[config.mk]
export PLATFORM = sky130hd
export DESIGN_NAME = pdist_queue
export DESIGN_NICKNAME = d
export VERILOG_FILES = /design/src/rtl/pdist_pkg.sv /design/src/rtl/pdist_queue.sv
export SDC_FILE = /design/constraint.sdc
export NUM_CORES = 1
export LEC_CHECK = 0
export BUFFER_PORTS_ARGS = -buffer_cell sky130_fd_sc_hd__buf_2
export CAP_MARGIN = 20
export CORE_ASPECT_RATIO = 1.4
export CORE_MARGIN = 3
export CORE_UTILIZATION = 45
export DETAILED_ROUTE_END_ITERATION = 8
export PLACE_DENSITY = 0.73
export REMOVE_ABC_BUFFERS = 1
export SLEW_MARGIN = 0
export SYNTH_ARGS = -nofsm -noshare
export SYNTH_HDL_FRONTEND = slang
export SYNTH_SLANG_ARGS = --single-unit
[constraint.sdc]
create_clock -name clock -period 2.6 [get_ports clock]
set_input_delay 0.39 -clock clock [delete_from_list [all_inputs] [get_ports clock]]
set_output_delay 0.39 -clock clock [all_outputs]
set_load 0.03 [all_outputs]
[src/rtl/pdist_pkg.sv]
// Package for the pairwise squared distance core: payload and command types,
// field widths, operation and register codes, and reset values.
// Depends on nothing; the top level, front end, queue and back end import it.
`timescale 1ns / 1ps
`default_nettype none

package pdist_pkg;

   localparam int IDX_W        = 6;
   localparam int CNT_W        = 5;
   localparam int SAMPLE_WIDTH = 16;
   localparam int DIST_W       = 36;
   localparam int ROWS_W       = 7;
   localparam int CSR_IDX_W    = 2;
   localparam int CSR_DATA_W   = 7;

   localparam int DEFAULT_MAX_ROWS = 64;
   localparam int DEFAULT_MAX_COLS = 16;

   localparam logic [1:0] OP_LOAD_X = 2'd0;
   localparam logic [1:0] OP_LOAD_Y = 2'd1;
   localparam logic [1:0] OP_QUERY  = 2'd2;

   localparam logic [CSR_IDX_W-1:0] CSR_ROWS_X    = 2'd0;
   localparam logic [CSR_IDX_W-1:0] CSR_ROWS_Y    = 2'd1;
   localparam logic [CSR_IDX_W-1:0] CSR_NUM_COLS  = 2'd2;
   localparam logic [CSR_IDX_W-1:0] CSR_SYMMETRIC = 2'd3;

   localparam logic [ROWS_W-1:0] RESET_ROWS     = 7'd64;
   localparam logic [CNT_W-1:0]  RESET_NUM_COLS = 5'd16;

   typedef struct packed {
      logic [1:0]                     operation;
      logic [IDX_W-1:0]               row_index;
      logic [IDX_W-1:0]               second_index;
      logic signed [SAMPLE_WIDTH-1:0] sample;
   } req_type;

   typedef struct packed {
      logic [IDX_W-1:0]  pair_row;
      logic [IDX_W-1:0]  pair_col;
      logic [DIST_W-1:0] sq_distance;
      logic              status;
   } rsp_type;

   // For loads row_a and row_b are row and column; for queries they are echoed.
   typedef struct packed {
      logic [1:0]              kind;
      logic [IDX_W-1:0]        row_a;
      logic [IDX_W-1:0]        row_b;
      logic [IDX_W-1:0]        x_row;
      logic [IDX_W-1:0]        y_row;
      logic [CNT_W-1:0]        count;
      logic                    status;
      logic [SAMPLE_WIDTH-1:0] sample;
   } cmd_type;

endpackage

`default_nettype wire

[src/rtl/pdist_queue.sv]
// Two-entry command queue between the front end and the back end.
// Depends on pdist_pkg.
`timescale 1ns / 1ps
`default_nettype none

module pdist_queue (
   input  wire logic               clock,
   input  wire logic               reset,
   input  wire logic               push_valid,
   output logic                    push_ready,
   input  wire pdist_pkg::cmd_type push_data,
   output logic                    pop_valid,
   input  wire logic               pop_ready,
   output pdist_pkg::cmd_type      pop_data
);

   import pdist_pkg::*;

   cmd_type    entries_ff [2];
   logic       wr_ptr_ff, wr_ptr_in;
   logic       rd_ptr_ff, rd_ptr_in;
   logic [1:0] fill_ff, fill_in;
   logic       do_push;
   logic       do_pop;

   assign push_ready = (fill_ff != 2'd2);
   assign pop_valid  = (fill_ff != 2'd0);
   assign pop_data   = entries_ff[rd_ptr_ff];
   assign do_push    = push_valid && push_ready;
   assign do_pop     = pop_valid && pop_ready;

   always_comb begin
      wr_ptr_in = do_push ? !wr_ptr_ff : wr_ptr_ff;
      rd_ptr_in = do_pop ? !rd_ptr_ff : rd_ptr_ff;
      fill_in   = fill_ff + 2'(do_push) - 2'(do_pop);
   end

   always_ff @(posedge clock) begin
      if (do_push) begin
         entries_ff[wr_ptr_ff] <= push_data;
      end
   end

   always_ff @(posedge clock) begin
      if (reset) begin
         wr_ptr_ff <= 1'b0;
         rd_ptr_ff <= 1'b0;
         fill_ff   <= 2'd0;
      end else begin
         wr_ptr_ff <= wr_ptr_in;
         rd_ptr_ff <= rd_ptr_in;
         fill_ff   <= fill_in;
      end
   end

endmodule

`default_nettype wire

---- Word level (Yosys, flattened, before mapping) ----
Memories as Yosys holds them, arrays and structs flattened. A register that Yosys moved wholly into a read port is not among the register bits.
Index checks and enable logic that the tools add are counted.
word-level totals
  bits in registers ....................... 4
  word-level logic and storage cells ...... 16
  bits of input ports ..................... 52
  RAM bits ................................ 96
  memories kept ........................... 1
operators by class
  mux-type cells .......................... 4
  add/subtract/negate cells ............... 2
  eq/ne operators ......................... 1
  reductions and logical operators ........ 5
memories
  name        depth  bits a word  read ports  clocked after memory_dff  wr ports  line               RTL
  entries_ff  2      48           1           1                         1         pdist_queue.sv:19  cmd_type entries_ff [2];
operators with widths
  cell                                   count
  2-to-1 mux 1 bit                       4
  adder 2 x 1 -> 2 bit                   1
  logical AND 1 bit                      2
  logical NOT 1 bit                      2
  != test 2 bit (second input constant)  1
  nonzero test 2 bit                     1
  subtractor 2 x 1 -> 2 bit              1

---- Depth between registers and ports, before layout ----
  word-level depth ........................ 4
  depth in mapped cells ................... 6
  gate-level depth less buffers ........... 6

---- Least setup slack after synthesis ----
OpenSTA, ideal clock, no wires.
  kind .................................... register to register
  start ................................... register fill_ff[0]
  end ..................................... memory entries_ff[0][0] (netlist bit), enable pin
  required time ........................... 2.198 ns
  clock period less this slack ............ 2.243 ns
  cell stages (with the launch flop) ...... 4
  data arrival time ....................... 1.840 ns
  path slack .............................. 0.357 ns
  cell sequence ........................... dfxtp_1 -> nand2b_1 -> nand3b_1 -> inv_1
between the ends
  cells in the longest elaborated chain, start to end .. 4
ends and longest elaborated chain
  element                                 line               RTL
  from (decl)                             pdist_queue.sv:22  logic [1:0] fill_ff, fill_in;
  from (signal assigned)                  pdist_queue.sv:52  fill_ff <= fill_in;
  != test 2 bit                           pdist_queue.sv:26  assign push_ready = (fill_ff != 2'd2);
  named net push_ready                    pdist_queue.sv:10  output logic push_ready,
  logical AND 1 bit                       pdist_queue.sv:29  assign do_push = push_valid && push_ready;
  2-to-1 mux 1 bit                        pdist_queue.sv:39  if (do_push) begin
  2-to-1 mux 1 bit (not written as such)  pdist_queue.sv:40  entries_ff[wr_ptr_ff] <= push_data;
  to (decl)                               pdist_queue.sv:19
The timed path passes the listed nets, and every way through them passes these cells.

==> flow_summary.ini <==
[global_route]
grt_max_degree = 29
first_global_vias = 1990
grt-ovfl-total = 0
antenna_found_initial = 1
grt_pass1_wl_um = 10300
track_usage_pct = 14.4

[drt]
first_pass_iters = 5
vias_per_cell = 4.85
via_count = 1921
first_iter_violations = 102
post_drt_wl_per_cell_um = 16.5
drtAntennaViolNets = 0
drcViolationCount = 0
wl_um = 6550

[setup_path]
crit_type = flop to output pin
cp.arrival_ps = 1760
setup.worst_path.start_class = flop
crit_required_ps = 2210
crit_fanout = 19
path_cells = buf_12 -> mux2_2 -> buf_2
slowest_stage = dfxtp_2
critPathMaxStageDelay_ps = 640
cp-end-kind = output pin
critical_path_buf_inv_count = 2
path_delay_family = flip-flops

[clocking]
postCtsHoldBufs = 0
clkTransAtPathRegs_ps = 60
cts_tree = done
cts_buffers = 9
root_buffer = clkbuf_16
ctsResizeCount = 0
clock_sink_count = 101
clkLatencyLatePin_ps = 330
clockBufferDepth = 2
h-tree-depth = 3
post-cts-setup-buffers = 0

[timing]
worstMarginPinSlew_ps = 552
finClkSkew_ps = 3.01
timing.final.max_slew_violations = 0
rsz0062_at_grt = false
finalCritPeriodShare_pct = 82.7
whs_ps = 241
fin_setup_tns_ps = 0
slew_headroom_pct = 63.2
setup_viol_count_final = 0
report.final.hold_viol_count = 0
min_period_ps = 2150
fmax_mhz = 465
setup_slack_ps = 451

[logic_synthesis]
syn_area_um2 = 3810
yosys_most_used_dff = edfxtp_1
synth_warnings = 0
synth-async-reset-ratio_pct = 0
ys_seq_area_share_pct = 78.4
post-synth-top-area-cell = edfxtp_1
ys_seq_elements = 101
synth_edf_count = 96
syn_inst = 178
synth.most_common_cell = edfxtp_1
synth.area.top_cells = edfxtp_1 76%, mux2_2 8.3%, mux2_4 7.9%
synth.distinct_cells = 27
synth_top_area_share_pct = 75.7
synth_common_cells = 96 x edfxtp_1, 28 x mux2_2, 20 x mux2_4
syn_area_per_cell_um2 = 21.4

[layout]
drive_gt1_share_pct = 58.8
final_area_um2 = 4770
syn_to_final_growth_pct = 25.4
finalNetCount = 342
n_antenna_cell = 0
final_cells = 396
fin_util_pct = 58.2

[placement]
post-place-ws_ps = 772
gp_congestion = 0.715
dp.cells = 380
port_buffers = 101
dpl_cell_area_um2 = 4480
place_hpwl_um = 4590

[outcome]
status = finished clean

[pwr]
power_mw = 4.54
switching_power_mw = 1.33
switching_share_pct = 29.3
p_int_mw = 3.21
power_frac_clock_pct = 28.2
p_leak_nw = 1.82
p_comb_share_pct = 26.4
power_density_nw_per_um2 = 951
power_frac_seq_pct = 45.4
peakVddDrop_v = 0.000496

[floorplanning]
die_h_um = 115
die-area_um2 = 9610
core_um2 = 8200
ios = 102
fp.dieW_um = 83.7
start_util_pct = 46.4
row_count = 39

[min_path]
hold_path_class = input pin to flop

[job]
drv_cap = 0
-- flip-flops by register name, summed over array words and instances, names as in the netlist, named ones only --
name / count
rd_ptr_ff: 1
wr_ptr_ff: 1
entries_ff: 96
fill_ff: 2
-- cells in the final DEF (no fill, tap or decap), types with 2 or more instances in the layout --
cell	count
buf_12	4
nor2b_1	2
mux2_2	28
clkinv_1	2
mux2_4	20
dfxtp_1	4
buf_2	101
nor2_1	4
edfxtp_1	96
clkbuf_16	9
-- routing by layer --
layer	global-route usage (%)	share of wire [%]
met3	4.44	5.1
met5	0	0.11
met2	25.2	55
met1	16.2	38
met4	6.22	2.0
-- cells by family after synthesis --
family	synth area share, %
fa+ha+maj	0.329
xor+xnor	0.230
buf+inv	1.15
mux	16.2
flops	78.4
simple gates	2.60
compound gates	1.15
-- worst paths after layout --
path / start / to / slack, ps / cells past startpoint
max reg2reg: fill_ff[0]$_SDFF_PP0_ / entries_ff[1][34]$_DFFE_PP_ / 810 / 3
max: flop / pop_data[5] / 450 / 3
min reg2reg: rd_ptr_ff$_SDFFE_PP0P_ / rd_ptr_ff$_SDFFE_PP0P_ / 520 / 2
min: push_data[19] / entries_ff[0][19]$_DFFE_PP_ / 240 / 1
-- power groups by stage --
stage / Combinational (mW) / Sequential (mW) / Clock (mW)
2_1_floorplan: 0.840 / 2.12 / 0
3_3_place_gp: 1.20 / 2.09 / 0
3_5_place_dp: 1.22 / 2.10 / 0
4_1_cts: 1.22 / 2.07 / 1.31
5_1_grt: 1.28 / 2.08 / 1.38
6_report: 1.20 / 2.06 / 1.28
-- layout make-up --
cell class	instances	area, um^2
Timing Repair Buffer	105	586
Tap cell	102	128
Fill cell	652	3430
Clock inverter	6	62.6
Clock buffer	10	229
Multi-Input combinational cell	71	779
Sequential cell	101	2980
Inverter	1	3.75
-- worst register-to-register path, stage by stage (launching register included) --
cell	delay [ps]
dfxtp_1	430
nand2b_1	200
and3_2	570
buf_12	280
No activity file was read; power rests on OpenSTA's default activity.
