<file path="src/rtl/pdist_pkg.sv">
// Package for the pairwise squared distance core: payload and command types,
// field widths, operation and register codes, and reset values.
// Depends on nothing; the top level, front end, queue and back end import it.
`timescale 1ns / 1ps
`default_nettype none

package pdist_pkg;

   localparam int IDX_W        = 6;
   localparam int CNT_W        = 5;
   localparam int SAMPLE_WIDTH = 16;
   localparam int DIST_W       = 36;
   localparam int ROWS_W       = 7;
   localparam int CSR_IDX_W    = 2;
   localparam int CSR_DATA_W   = 7;

   localparam int DEFAULT_MAX_ROWS = 64;
   localparam int DEFAULT_MAX_COLS = 16;

   localparam logic [1:0] OP_LOAD_X = 2'd0;
   localparam logic [1:0] OP_LOAD_Y = 2'd1;
   localparam logic [1:0] OP_QUERY  = 2'd2;

   localparam logic [CSR_IDX_W-1:0] CSR_ROWS_X    = 2'd0;
   localparam logic [CSR_IDX_W-1:0] CSR_ROWS_Y    = 2'd1;
   localparam logic [CSR_IDX_W-1:0] CSR_NUM_COLS  = 2'd2;
   localparam logic [CSR_IDX_W-1:0] CSR_SYMMETRIC = 2'd3;

   localparam logic [ROWS_W-1:0] RESET_ROWS     = 7'd64;
   localparam logic [CNT_W-1:0]  RESET_NUM_COLS = 5'd16;

   typedef struct packed {
      logic [1:0]                     operation;
      logic [IDX_W-1:0]               row_index;
      logic [IDX_W-1:0]               second_index;
      logic signed [SAMPLE_WIDTH-1:0] sample;
   } req_type;

   typedef struct packed {
      logic [IDX_W-1:0]  pair_row;
      logic [IDX_W-1:0]  pair_col;
      logic [DIST_W-1:0] sq_distance;
      logic              status;
   } rsp_type;

   // For loads row_a and row_b are row and column; for queries they are echoed.
   typedef struct packed {
      logic [1:0]              kind;
      logic [IDX_W-1:0]        row_a;
      logic [IDX_W-1:0]        row_b;
      logic [IDX_W-1:0]        x_row;
      logic [IDX_W-1:0]        y_row;
      logic [CNT_W-1:0]        count;
      logic                    status;
      logic [SAMPLE_WIDTH-1:0] sample;
   } cmd_type;

endpackage

`default_nettype wire

</file>
<file path="src/rtl/pdist_front.sv">
// Front end: configuration registers, request decoding, range checks and
// symmetric mirroring; emits one command per useful transaction.
// Depends on pdist_pkg.
`timescale 1ns / 1ps
`default_nettype none

module pdist_front #(
   parameter int MAX_ROWS = 64,
   parameter int MAX_COLS = 16
) (
   input  wire logic                                clock,
   input  wire logic                                reset,
   input  wire logic                                req_valid,
   output logic                                     req_ready,
   input  wire pdist_pkg::req_type                  req_payload,
   input  wire logic                                csr_valid,
   output logic                                     csr_ready,
   input  wire logic [pdist_pkg::CSR_IDX_W-1:0]     csr_index,
   input  wire logic [pdist_pkg::CSR_DATA_W-1:0]    csr_data,
   output logic                                     cmd_valid,
   input  wire logic                                cmd_ready,
   output pdist_pkg::cmd_type                       cmd
);

   import pdist_pkg::*;

   logic [ROWS_W-1:0] rows_x_ff, rows_x_in;
   logic [ROWS_W-1:0] rows_y_ff, rows_y_in;
   logic [CNT_W-1:0]  num_cols_ff, num_cols_in;
   logic              symmetric_ff, symmetric_in;

   logic             load_ok;
   logic             out_of_range;
   logic             useful;
   logic [CNT_W-1:0] eff_cols;
   logic [IDX_W-1:0] r;
   logic [IDX_W-1:0] s;

   assign csr_ready = 1'b1;

   always_comb begin
      rows_x_in    = rows_x_ff;
      rows_y_in    = rows_y_ff;
      num_cols_in  = num_cols_ff;
      symmetric_in = symmetric_ff;
      if (csr_valid) begin
         unique case (csr_index)
            CSR_ROWS_X:    rows_x_in    = csr_data[ROWS_W-1:0];
            CSR_ROWS_Y:    rows_y_in    = csr_data[ROWS_W-1:0];
            CSR_NUM_COLS:  num_cols_in  = csr_data[CNT_W-1:0];
            CSR_SYMMETRIC: symmetric_in = csr_data[0];
            default:       rows_x_in    = rows_x_ff;
         endcase
      end
   end

   always_ff @(posedge clock) begin
      if (reset) begin
         rows_x_ff    <= RESET_ROWS;
         rows_y_ff    <= RESET_ROWS;
         num_cols_ff  <= RESET_NUM_COLS;
         symmetric_ff <= 1'b0;
      end else begin
         rows_x_ff    <= rows_x_in;
         rows_y_ff    <= rows_y_in;
         num_cols_ff  <= num_cols_in;
         symmetric_ff <= symmetric_in;
      end
   end

   assign r = req_payload.row_index;
   assign s = req_payload.second_index;

   assign load_ok = (int'(r) < MAX_ROWS) && (int'(s) < MAX_COLS);
   assign out_of_range = ({1'b0, r} >= rows_x_ff) || ({1'b0, s} >= rows_y_ff)
                         || (int'(r) >= MAX_ROWS) || (int'(s) >= MAX_ROWS);
   assign eff_cols = (int'(num_cols_ff) > MAX_COLS) ? CNT_W'(MAX_COLS) : num_cols_ff;

   always_comb begin
      useful = 1'b0;
      cmd    = '0;
      cmd.kind   = req_payload.operation;
      cmd.row_a  = r;
      cmd.row_b  = s;
      cmd.x_row  = r;
      cmd.y_row  = s;
      cmd.sample = req_payload.sample;
      unique case (req_payload.operation)
         OP_LOAD_X, OP_LOAD_Y: begin
            useful = load_ok;
         end
         OP_QUERY: begin
            useful = 1'b1;
            if (out_of_range) begin
               cmd.status = 1'b1;
            end else if (symmetric_ff && (r == s)) begin
               cmd.count = '0;
            end else begin
               cmd.count = eff_cols;
               if (symmetric_ff && (r > s)) begin
                  cmd.x_row = s;
                  cmd.y_row = r;
               end
            end
         end
         default: begin
            useful = 1'b0;
         end
      endcase
   end

   assign cmd_valid = req_valid && useful;
   assign req_ready = cmd_ready;

endmodule

`default_nettype wire

</file>
<file path="config.mk">
export PLATFORM = sky130hd
export DESIGN_NAME = pdist_front
export DESIGN_NICKNAME = d
export VERILOG_FILES = /design/src/rtl/pdist_pkg.sv /design/src/rtl/pdist_front.sv
export SDC_FILE = /design/constraint.sdc
export NUM_CORES = 1
export LEC_CHECK = 0
export ABC_CLOCK_PERIOD_IN_PS = 1700
export BUFFER_PORTS_ARGS = -buffer_cell sky130_fd_sc_hd__buf_2
export CORE_MARGIN = 1
export CORE_UTILIZATION = 40
export DETAILED_ROUTE_END_ITERATION = 12
export PLACE_DENSITY = 0.84
export SYNTH_ARGS = -nofsm -noshare
export SYNTH_HDL_FRONTEND = slang
export SYNTH_SLANG_ARGS = --single-unit
</file>
<file path="constraint.sdc">
create_clock -name clock -period 1.7 [get_ports clock]
set_input_delay 0 -clock clock [delete_from_list [all_inputs] [get_ports clock]]
set_output_delay 0 -clock clock [all_outputs]
set_load 0.01 [all_outputs]
</file>
; ---- Word level (Yosys, flattened, before mapping)
; Cells that the tools add are included.
; Widths: inputs -> output; s select.
[op_classes]
n_addsub = 0
n_mul = 0
div_mod_pow = 0
n_lt_le_gt_ge = 5
n_eq_ne = 6
n_shift = 0
n_mux = 8
n_bitwise = 0
n_reduce_logical = 11
[op_table]
columns = op, count
row1 = $mux 12, 2
row2 = $mux 18, 1
row3 = $mux 17, 1
row4 = $ge 6x7->1, 2
row5 = $mux 5, 2
row6 = $reduce_and 2->1, 4
row7 = $eq 2x2->1 const B, 3
row8 = $eq 6x6->1, 1
row9 = $gt 6x6->1, 1
row10 = $lt 6x5->1 const B, 1
row11 = $gt 5x5->1 const B, 1
row12 = $eq 2x1->1 const B, 2
row13 = $logic_not 2->1, 2
row14 = $logic_and 1x1->1, 3
row15 = $pmux 1 s2, 1
row16 = $reduce_or 2->1, 1
row17 = $logic_or 1x1->1, 1
row18 = $mux 1, 1
[word_totals]
reg_bits = 20
latchBits = 0
ramBits = 0
romBits = 0
in_bits = 44
output_inout_bits = 51
elab_cells = 34
memories = 0

; ---- Longest topological paths before layout
; Gate-level depths: netlist of the first run.
[depth]
depth_word = 6
mapped_depth = 8
mapped_depth_nobuf = 7

; ---- Worst setup path after synthesis of the first run
; Ideal clock, no wire load.
[synth_path]
path_type = register to output
from = reg rows_x_ff[4]
to = out cmd[24] in the netlist's numbering
arrival_time_ns = 1.685
required_time_ns = 1.700
setup_slack_ns = 0.015
stages_incl_launch_ff = 9
n_path_buf = 1
path_cell_list = dfxtp_1 inv_1 ha_1 a21oi_1 nor3b_1 nor3_2 nand4_2 buf_6 mux2_4
[synth_rtl]
columns = item, line_no
row1 = "start, declared", pdist_front.sv:27  ; logic [ROWS_W-1:0] rows_x_ff, rows_x_in;
row2 = "start signal, assigned", pdist_front.sv:64  ; rows_x_ff <= rows_x_in;
row3 = "end, declared", pdist_front.sv:22  ; output pdist_pkg::cmd_type cmd

==> impl_results.rst, run 1 <==
.. list-table::
   :header-rows: 1

   * - Metric
     - Value
   * - Post-synth net total
     - about 260
   * - Utilization of the core after routing
     - roughly 56%
   * - Detailed Route Iter0 Violations
     - 33
   * - Total leakage power
     - around 1.1 nW
   * - Final Worst Setup Slack
     - -0.4334 ns
   * - Mean number of vias per cell
     - between 4 and 5
   * - Number of synthesized flops with an enable pin
     - 0
   * - Vias in the first global route
     - around 1400
   * - Number of placement rows
     - 23
   * - Detailed placer's ending HPWL
     - about 2800 um
   * - TritonCTS buffer count
     - 3
   * - Average footprint of a synthesized cell
     - roughly 8.5 um2
   * - Global-route wire length before repair
     - slightly above 6000 um
   * - Startpoint kind of the worst setup timing path
     - flop
   * - Max Cap Viol
     - 0
   * - Router iterations before antenna repair
     - 4
   * - Max_slew headroom
     - 64.81%
   * - Maximum fanout along the worst path
     - 6
   * - Kind of critical path
     - reg -> out
   * - Hold Slack
     - ~0.0000045 ns
   * - Number of antenna violations at the first check in global routing
     - 0
   * - Routed wire length
     - ~4000 um
   * - Leading cell type in the layout, fill and taps excluded
     - sky130_fd_sc_hd__buf_2
   * - Number of register bits inferred by synthesis
     - 20
   * - Fin Clk Skew
     - 0 ns
   * - GPL Wtd Cong
     - around 0.76
   * - Area occupied by registers
     - between 400 and 500 um2
   * - Final Max Tran Viols
     - 0
   * - Fraction of synthesis flops using an asynchronous set or reset pin
     - 0%
   * - Worst Max-Slew Pin Slew
     - approximately 0.53 ns
   * - Core footprint
     - around 4100 um2
   * - Total global-route track usage
     - a little under a fifth
   * - Sink Count
     - 20
   * - TritonCTS clock tree
     - built
   * - Library cells used by synthesis
     - 35
   * - Die Wd
     - between 60 and 70 um
   * - Share of layout cells above drive strength 1
     - 49.38%
   * - Post-synthesis cell area
     - 1710 um2
   * - Post-route clock period utilization
     - 125.5%
   * - Pwr/cell area
     - 541.2 nW/um2
   * - Placed insts
     - roughly 280
   * - Setup repair after global routing missed its margin
     - yes
   * - Reg clk slew, reported paths
     - ~0.070 ns
   * - Largest net degree at the start of global routing
     - 21
   * - Maximum ir drop on the vdd rail
     - approximately 330 uV
   * - YS warnings
     - 0
   * - Final-layout setup total negative slack
     - -6.341 ns
   * - Finished Cell Area
     - 2258 um2
   * - Cell area after placement
     - ~1900 um2
   * - Failing checks
     - setup timing
   * - Class of the most critical hold timing path
     - in -> out
   * - Dpl ws
     - -0.2213 ns
   * - Final Hold Violating Endpoints
     - 0
   * - Buffer levels on the longest clock path
     - 2
   * - Multi-input gate area in the final layout
     - about 1100 um2
   * - Fmax
     - around 470 MHz
   * - Total Nets Final
     - 304
   * - Post-route DRC
     - 0
   * - Count of vias placed by the detailed router
     - 1447
   * - # diodes
     - 0
   * - Fill cell total of the finished layout
     - between 300 and 400
   * - Overall power after layout
     - between 1 and 1.5 mW
   * - Sequential element share of the synthesized area
     - between 20% and 30%
   * - Required time of the worst setup path
     - about 1.7 ns
   * - Number of setup violations in the final report
     - 18
   * - # port buffers
     - 59
   * - Clock latency reported for the late side of the worst-skew pair
     - about 0.26 ns
   * - Root buf cell
     - sky130_fd_sc_hd__clkbuf_8
   * - Antenna Nets Post-Route
     - 0
   * - Number of levels in the clock H-tree
     - 1
   * - Top FF cell, synth
     - sky130_fd_sc_hd__dfxtp_1
   * - Setup slack on the worst flop-to-flop path
     - 0.85 ns
   * - Top-Level Pins
     - 95
   * - Post-route insts no fill
     - about 290
   * - Avg WL per Cell
     - about 14 um
   * - Clock period minus final worst setup slack
     - ~2.1 ns
   * - Worst path arrival time
     - ~2.1 ns
   * - Worst Setup End Kind
     - output port
   * - Result of the run
     - finished with violations
   * - Total global routing overflow
     - 0
   * - Layout area overhead
     - 32.04%
   * - Initial Utilization
     - 42.15%
   * - Vertical extent of the die
     - between 60 and 70 um
   * - Synthesized instance count
     - ~200
   * - Die area
     - approximately 4500 um2
   * - Top library cells by usage in the layout, fill and taps aside
     - 49 x sky130_fd_sc_hd__buf_2, 26 x sky130_fd_sc_hd__nor2_1, 18 x sky130_fd_sc_hd__inv_1, 13 x sky130_fd_sc_hd__mux2i_1
==> layer usage <==
metal	up-vias	track usage, %	wire (um)
met3	5	2.196	181
met1	660	22.38	1842
met5	-	0	0
met4	0	6.383	36
li1	726	-	-
met2	56	31.62	1965
==> final timing paths <==
| check | from | endpoint | depth (start not counted) |
|---|---|---|---|
| max | rows_x_ff[4] | cmd[32] | 9 |
| min | req_payload[0] | cmd[0] | 0 |
| max reg2reg | rows_x_ff[4] | rows_x_ff[4] | 5 |
| min reg2reg | rows_y_ff[4] | rows_y_ff[4] | 2 |
==> area by class of cell <==
cell class                      instances  area share, %
Clock buffer                            4          2.438
Tap cell                               50          2.770
Sequential cell                        20          18.17
Timing Repair Buffer                   74          22.38
Multi-Input combinational cell        121          50.58
Inverter                               22          3.657
==> sequential cells by signal (all words and copies together) (netlist names) <==
register	flops
symmetric_ff	1
num_cols_ff	5
rows_y_ff	7
rows_x_ff	7
==> where the power goes <==
group | total, mW | switching [mW] | internal, mW
clock | 0.356 | 0.150 | 0.206
sequential | 0.499 | 0.0120 | 0.487
combinational | 0.367 | 0.187 | 0.180
total | 1.22 | 0.349 | 0.873
==> critical path: stages, from the launching register on <==
cell and delay, ns:
sky130_fd_sc_hd__dfxtp_2 0.32, sky130_fd_sc_hd__inv_2 0.08, sky130_fd_sc_hd__ha_4 0.21, sky130_fd_sc_hd__a21oi_2 0.14, sky130_fd_sc_hd__nor3b_2 0.06, sky130_fd_sc_hd__nor3_2 0.27, sky130_fd_sc_hd__nand4_4 0.17, sky130_fd_sc_hd__clkbuf_16 0.20
sky130_fd_sc_hd__mux2_4 0.29, sky130_fd_sc_hd__buf_6 0.12
==> synthesized netlist by cell type, types with 2 or more instances <==
library cell                n  area, um2
sky130_fd_sc_hd__nor4_1     4      25.02
sky130_fd_sc_hd__a21o_1     2      15.01
sky130_fd_sc_hd__a21oi_1   12      60.06
sky130_fd_sc_hd__mux2_4     8      120.1
sky130_fd_sc_hd__clkbuf_1   3      11.26
sky130_fd_sc_hd__nand3b_1   2      15.01
sky130_fd_sc_hd__nor3b_1    3      22.52
sky130_fd_sc_hd__nand4b_1   2      17.52
sky130_fd_sc_hd__nand2b_1   7      43.79
sky130_fd_sc_hd__buf_2      2      10.01
sky130_fd_sc_hd__mux2_2     2      22.52
sky130_fd_sc_hd__nor2_1    26      97.59
sky130_fd_sc_hd__ha_1      18      225.2
sky130_fd_sc_hd__a211o_1    3      26.28
sky130_fd_sc_hd__buf_4     32      240.2
sky130_fd_sc_hd__inv_1     22      82.58
sky130_fd_sc_hd__dfxtp_1   20      400.4
sky130_fd_sc_hd__mux2i_1   13      130.1
sky130_fd_sc_hd__a31oi_1    2      12.51
sky130_fd_sc_hd__nand2_1    3      11.26
==> what timing repair did <==
action,CTS,global route
hold endpoints to repair,3,0
hold buffers,2,0
gates cloned,1,0
setup buffers,2,2
pin swaps,14,7
gates resized for setup,38,10
setup endpoints to repair,18,18
==> cells by family after synthesis <==
kind of cell,Yosys count,synth area share [%]
buffers and inverters,60,20.78
muxes,23,15.95
and+or+nand+nor,56,17.92
DFF,20,23.41
AOI/OAI and AO/OA,23,8.559
other,1,0.2192
adders and majority gates,18,13.17
Note: power is estimated with default switching activity, not from simulation.
==> inputs of run 2 (changes only) <==
--- a/config.mk
+++ b/config.mk
@@ -11,6 +11,7 @@
 export CORE_UTILIZATION = 40
 export DETAILED_ROUTE_END_ITERATION = 12
 export PLACE_DENSITY = 0.84
+export REMOVE_ABC_BUFFERS = 1
 export SYNTH_ARGS = -nofsm -noshare
 export SYNTH_HDL_FRONTEND = slang
 export SYNTH_SLANG_ARGS = --single-unit
==> run 2 against run 1 <==
Compared with the run above: largest cell class unchanged; the flow still finishes with violations (setup timing); non-clock buffer count rose by 2; utilization rose by 0.96 points; clock-buffer cell count did not move; clock power barely moved; largest power group unchanged; clock skew did not move; sequential share of layout area fell by 0.42 points; power rose by 0.65%; combinational power rose by 2%; design area rose by 1.7%.
==> impl_results.rst, run 2 (synthesis results as in run 1) <==
.. list-table::
   :header-rows: 1

   * - Metric
     - Value
   * - Largest net degree at the start of global routing
     - 21
   * - Cell area after placement
     - about 1900 um2
   * - Vias in the first global route
     - 1349
   * - Number of placement rows
     - 23
   * - GPL Wtd Cong
     - between 0.7 and 0.8
   * - Total Nets Final
     - just over 300
   * - # port buffers
     - slightly below 60
   * - Worst Hold Path Cells
     - 0
   * - RR Startpoint
     - rows_x_ff[4]
   * - Kind of critical path
     - reg -> out
   * - # diodes
     - 0
   * - Overall power after layout
     - about 1.2 mW
   * - Top library cells by usage in the layout, fill and taps aside
     - 49 x sky130_fd_sc_hd__buf_2, 26 x sky130_fd_sc_hd__nor2_1, 18 x sky130_fd_sc_hd__inv_1, 14 x sky130_fd_sc_hd__dfxtp_1
   * - Class of the most critical hold timing path
     - in -> out
   * - Initial Utilization
     - 42.15%
   * - Reg clk slew, reported paths
     - roughly 0.07 ns
   * - Setup repair after global routing missed its margin
     - yes
   * - Utilization of the core after routing
     - ~57%
   * - Router iterations before antenna repair
     - 4
   * - Mean number of vias per cell
     - 5.205
   * - Leading cell type in the layout, fill and taps excluded
     - sky130_fd_sc_hd__buf_2
   * - Die area
     - 4541 um2
   * - Routed wire length
     - between 4000 and 5000 um
   * - Maximum fanout along the worst path
     - 6
   * - Count of vias placed by the detailed router
     - around 1500
   * - Final Max Tran Viols
     - 0
   * - TritonCTS buffer count
     - 3
   * - Hold Path Sink
     - cmd[8]
   * - Avg WL per Cell
     - between 10 and 15 um
   * - Setup slack on the worst flop-to-flop path
     - between 0.7 and 0.8 ns
   * - Share of layout cells above drive strength 1
     - 49.79%
   * - Fmax
     - 473.3 MHz
   * - Worst path arrival time
     - 2.11 ns
   * - Global routing usage on met2
     - around 33%
   * - Global-route met3 utilization
     - 6.757%
   * - Fill cell total of the finished layout
     - around 340
   * - Buffer levels on the longest clock path
     - 2
   * - Reg-to-reg endpoint
     - rows_x_ff[4]
   * - Maximum ir drop on the vdd rail
     - around 280 uV
   * - Total global-route track usage
     - a little under a fifth
   * - Total global routing overflow
     - 0
   * - Number of setup violations in the final report
     - 18
   * - Clock latency reported for the late side of the worst-skew pair
     - 0.25 ns
   * - Result of the run
     - finished with violations
   * - Clock period minus final worst setup slack
     - around 2.1 ns
   * - Post-route clock period utilization
     - 124.3%
   * - Top-Level Pins
     - 95
   * - Number of antenna violations at the first check in global routing
     - 0
   * - Core footprint
     - 4058 um2
   * - Final Worst Setup Slack
     - -0.4130 ns
   * - Registers with the most flip-flops
     - rows_x_ff x7, rows_y_ff x7, num_cols_ff x5
   * - Fin Clk Skew
     - 0 ns
   * - Global-route wire length before repair
     - about 6200 um
   * - Detailed Route Iter0 Violations
     - 17
   * - Failing checks
     - setup timing
   * - Post-route DRC
     - 0
   * - Finished Cell Area
     - between 2000 and 2500 um2
   * - Startpoint kind of the worst setup timing path
     - flop
   * - Area occupied by registers
     - about 400 um2
   * - Vertical extent of the die
     - approximately 67 um
   * - Final Hold Violating Endpoints
     - 0
   * - Total leakage power
     - around 1.1 nW
   * - Antenna Nets Post-Route
     - 0
   * - Number of levels in the clock H-tree
     - 1
   * - GR Layer Usage met1
     - 21.02%
   * - Root buf cell
     - sky130_fd_sc_hd__clkbuf_8
   * - TritonCTS clock tree
     - built
   * - Detailed placer's ending HPWL
     - 3072 um
   * - Layout area overhead
     - 34.31%
   * - Multi-input gate area in the final layout
     - between 1000 and 1500 um2
   * - Startpoint of the tightest hold check path
     - req_payload[8]
   * - Die Wd
     - roughly 67 um
   * - Required time of the worst setup path
     - between 1.5 and 2 ns
   * - Worst Setup End Kind
     - output port
   * - Pwr/cell area
     - between 500 and 600 nW/um2
   * - Busiest layer in global routing
     - met2
   * - FF-to-FF path depth
     - 6
   * - Max Cap Viol
     - 0
   * - Sink Count
     - 20
[run 2: cell type report]
cell class / count / share of cell area (%)
inverters: 22 / 3.595
clock buffers: 4 / 2.397
multi-input cells: 121 / 50.87
repair buffers: 76 / 22.66
flip-flops and latches: 20 / 17.76
well taps: 50 / 2.723
[run 2: report_power, final]
group	switching, mW	total (mW)	internal [mW]
Sequential	0.0116	0.498	0.487
Combinational	0.188	0.374	0.186
Clock	0.152	0.358	0.206
Total	0.352	1.23	0.878
[run 2: critical path, cell delays in order, from the launching register on]
cell and delay, ns:
sky130_fd_sc_hd__dfxtp_2 0.32, sky130_fd_sc_hd__inv_2 0.07, sky130_fd_sc_hd__ha_4 0.21, sky130_fd_sc_hd__a21oi_4 0.12, sky130_fd_sc_hd__nor3b_2 0.06, sky130_fd_sc_hd__nor3_2 0.28, sky130_fd_sc_hd__nand4_4 0.17, sky130_fd_sc_hd__clkbuf_16 0.20
sky130_fd_sc_hd__mux2_4 0.30, sky130_fd_sc_hd__buf_6 0.12
[run 2: metal layers]
layer | part of all wire, % | vias to the layer above
met5 | 0 | -
met3 | 8.5 | 5
met2 | 48 | 78
li1 | - | 733
met4 | 0.91 | 0
met1 | 43 | 709
[run 2: how the worst max path moves through the flow]
| stage | from | endpoint | cells after the start |
|---|---|---|---|
| after floorplan | rows_x_ff[4] | cmd[24] | 7 |
| after global placement | rows_x_ff[2] | cmd[19] | 9 |
| after detailed placement | rows_x_ff[4] | cmd[17] | 9 |
| after CTS | rows_y_ff[4] | cmd[27] | 9 |
| after global routing | rows_x_ff[4] | cmd[31] | 9 |
| final | rows_x_ff[4] | cmd[31] | 9 |
[run 2: timing repair]
action	CTS	global route
cloned	1	0
setup endpoints to repair	18	18
resized for setup	42	8
hold buffers	2	0
buffers inserted	2	1
endpoints found under the hold margin	3	0
pin swaps	14	3
[run 2: per-stage QoR]
stage               TNS [ns]  instances  hold slack, ns  worst slack, ns
finish                -5.791        293      0.00006481          -0.4130
global route          -6.789        293      0.00007546          -0.4590
CTS                   -5.604        292      0.00008136          -0.3995
detailed placement    -2.812        284      0.00008136          -0.2628
global placement      -2.002        284      0.00008136          -0.1916
floorplan             -1.789        163               0          -0.1608
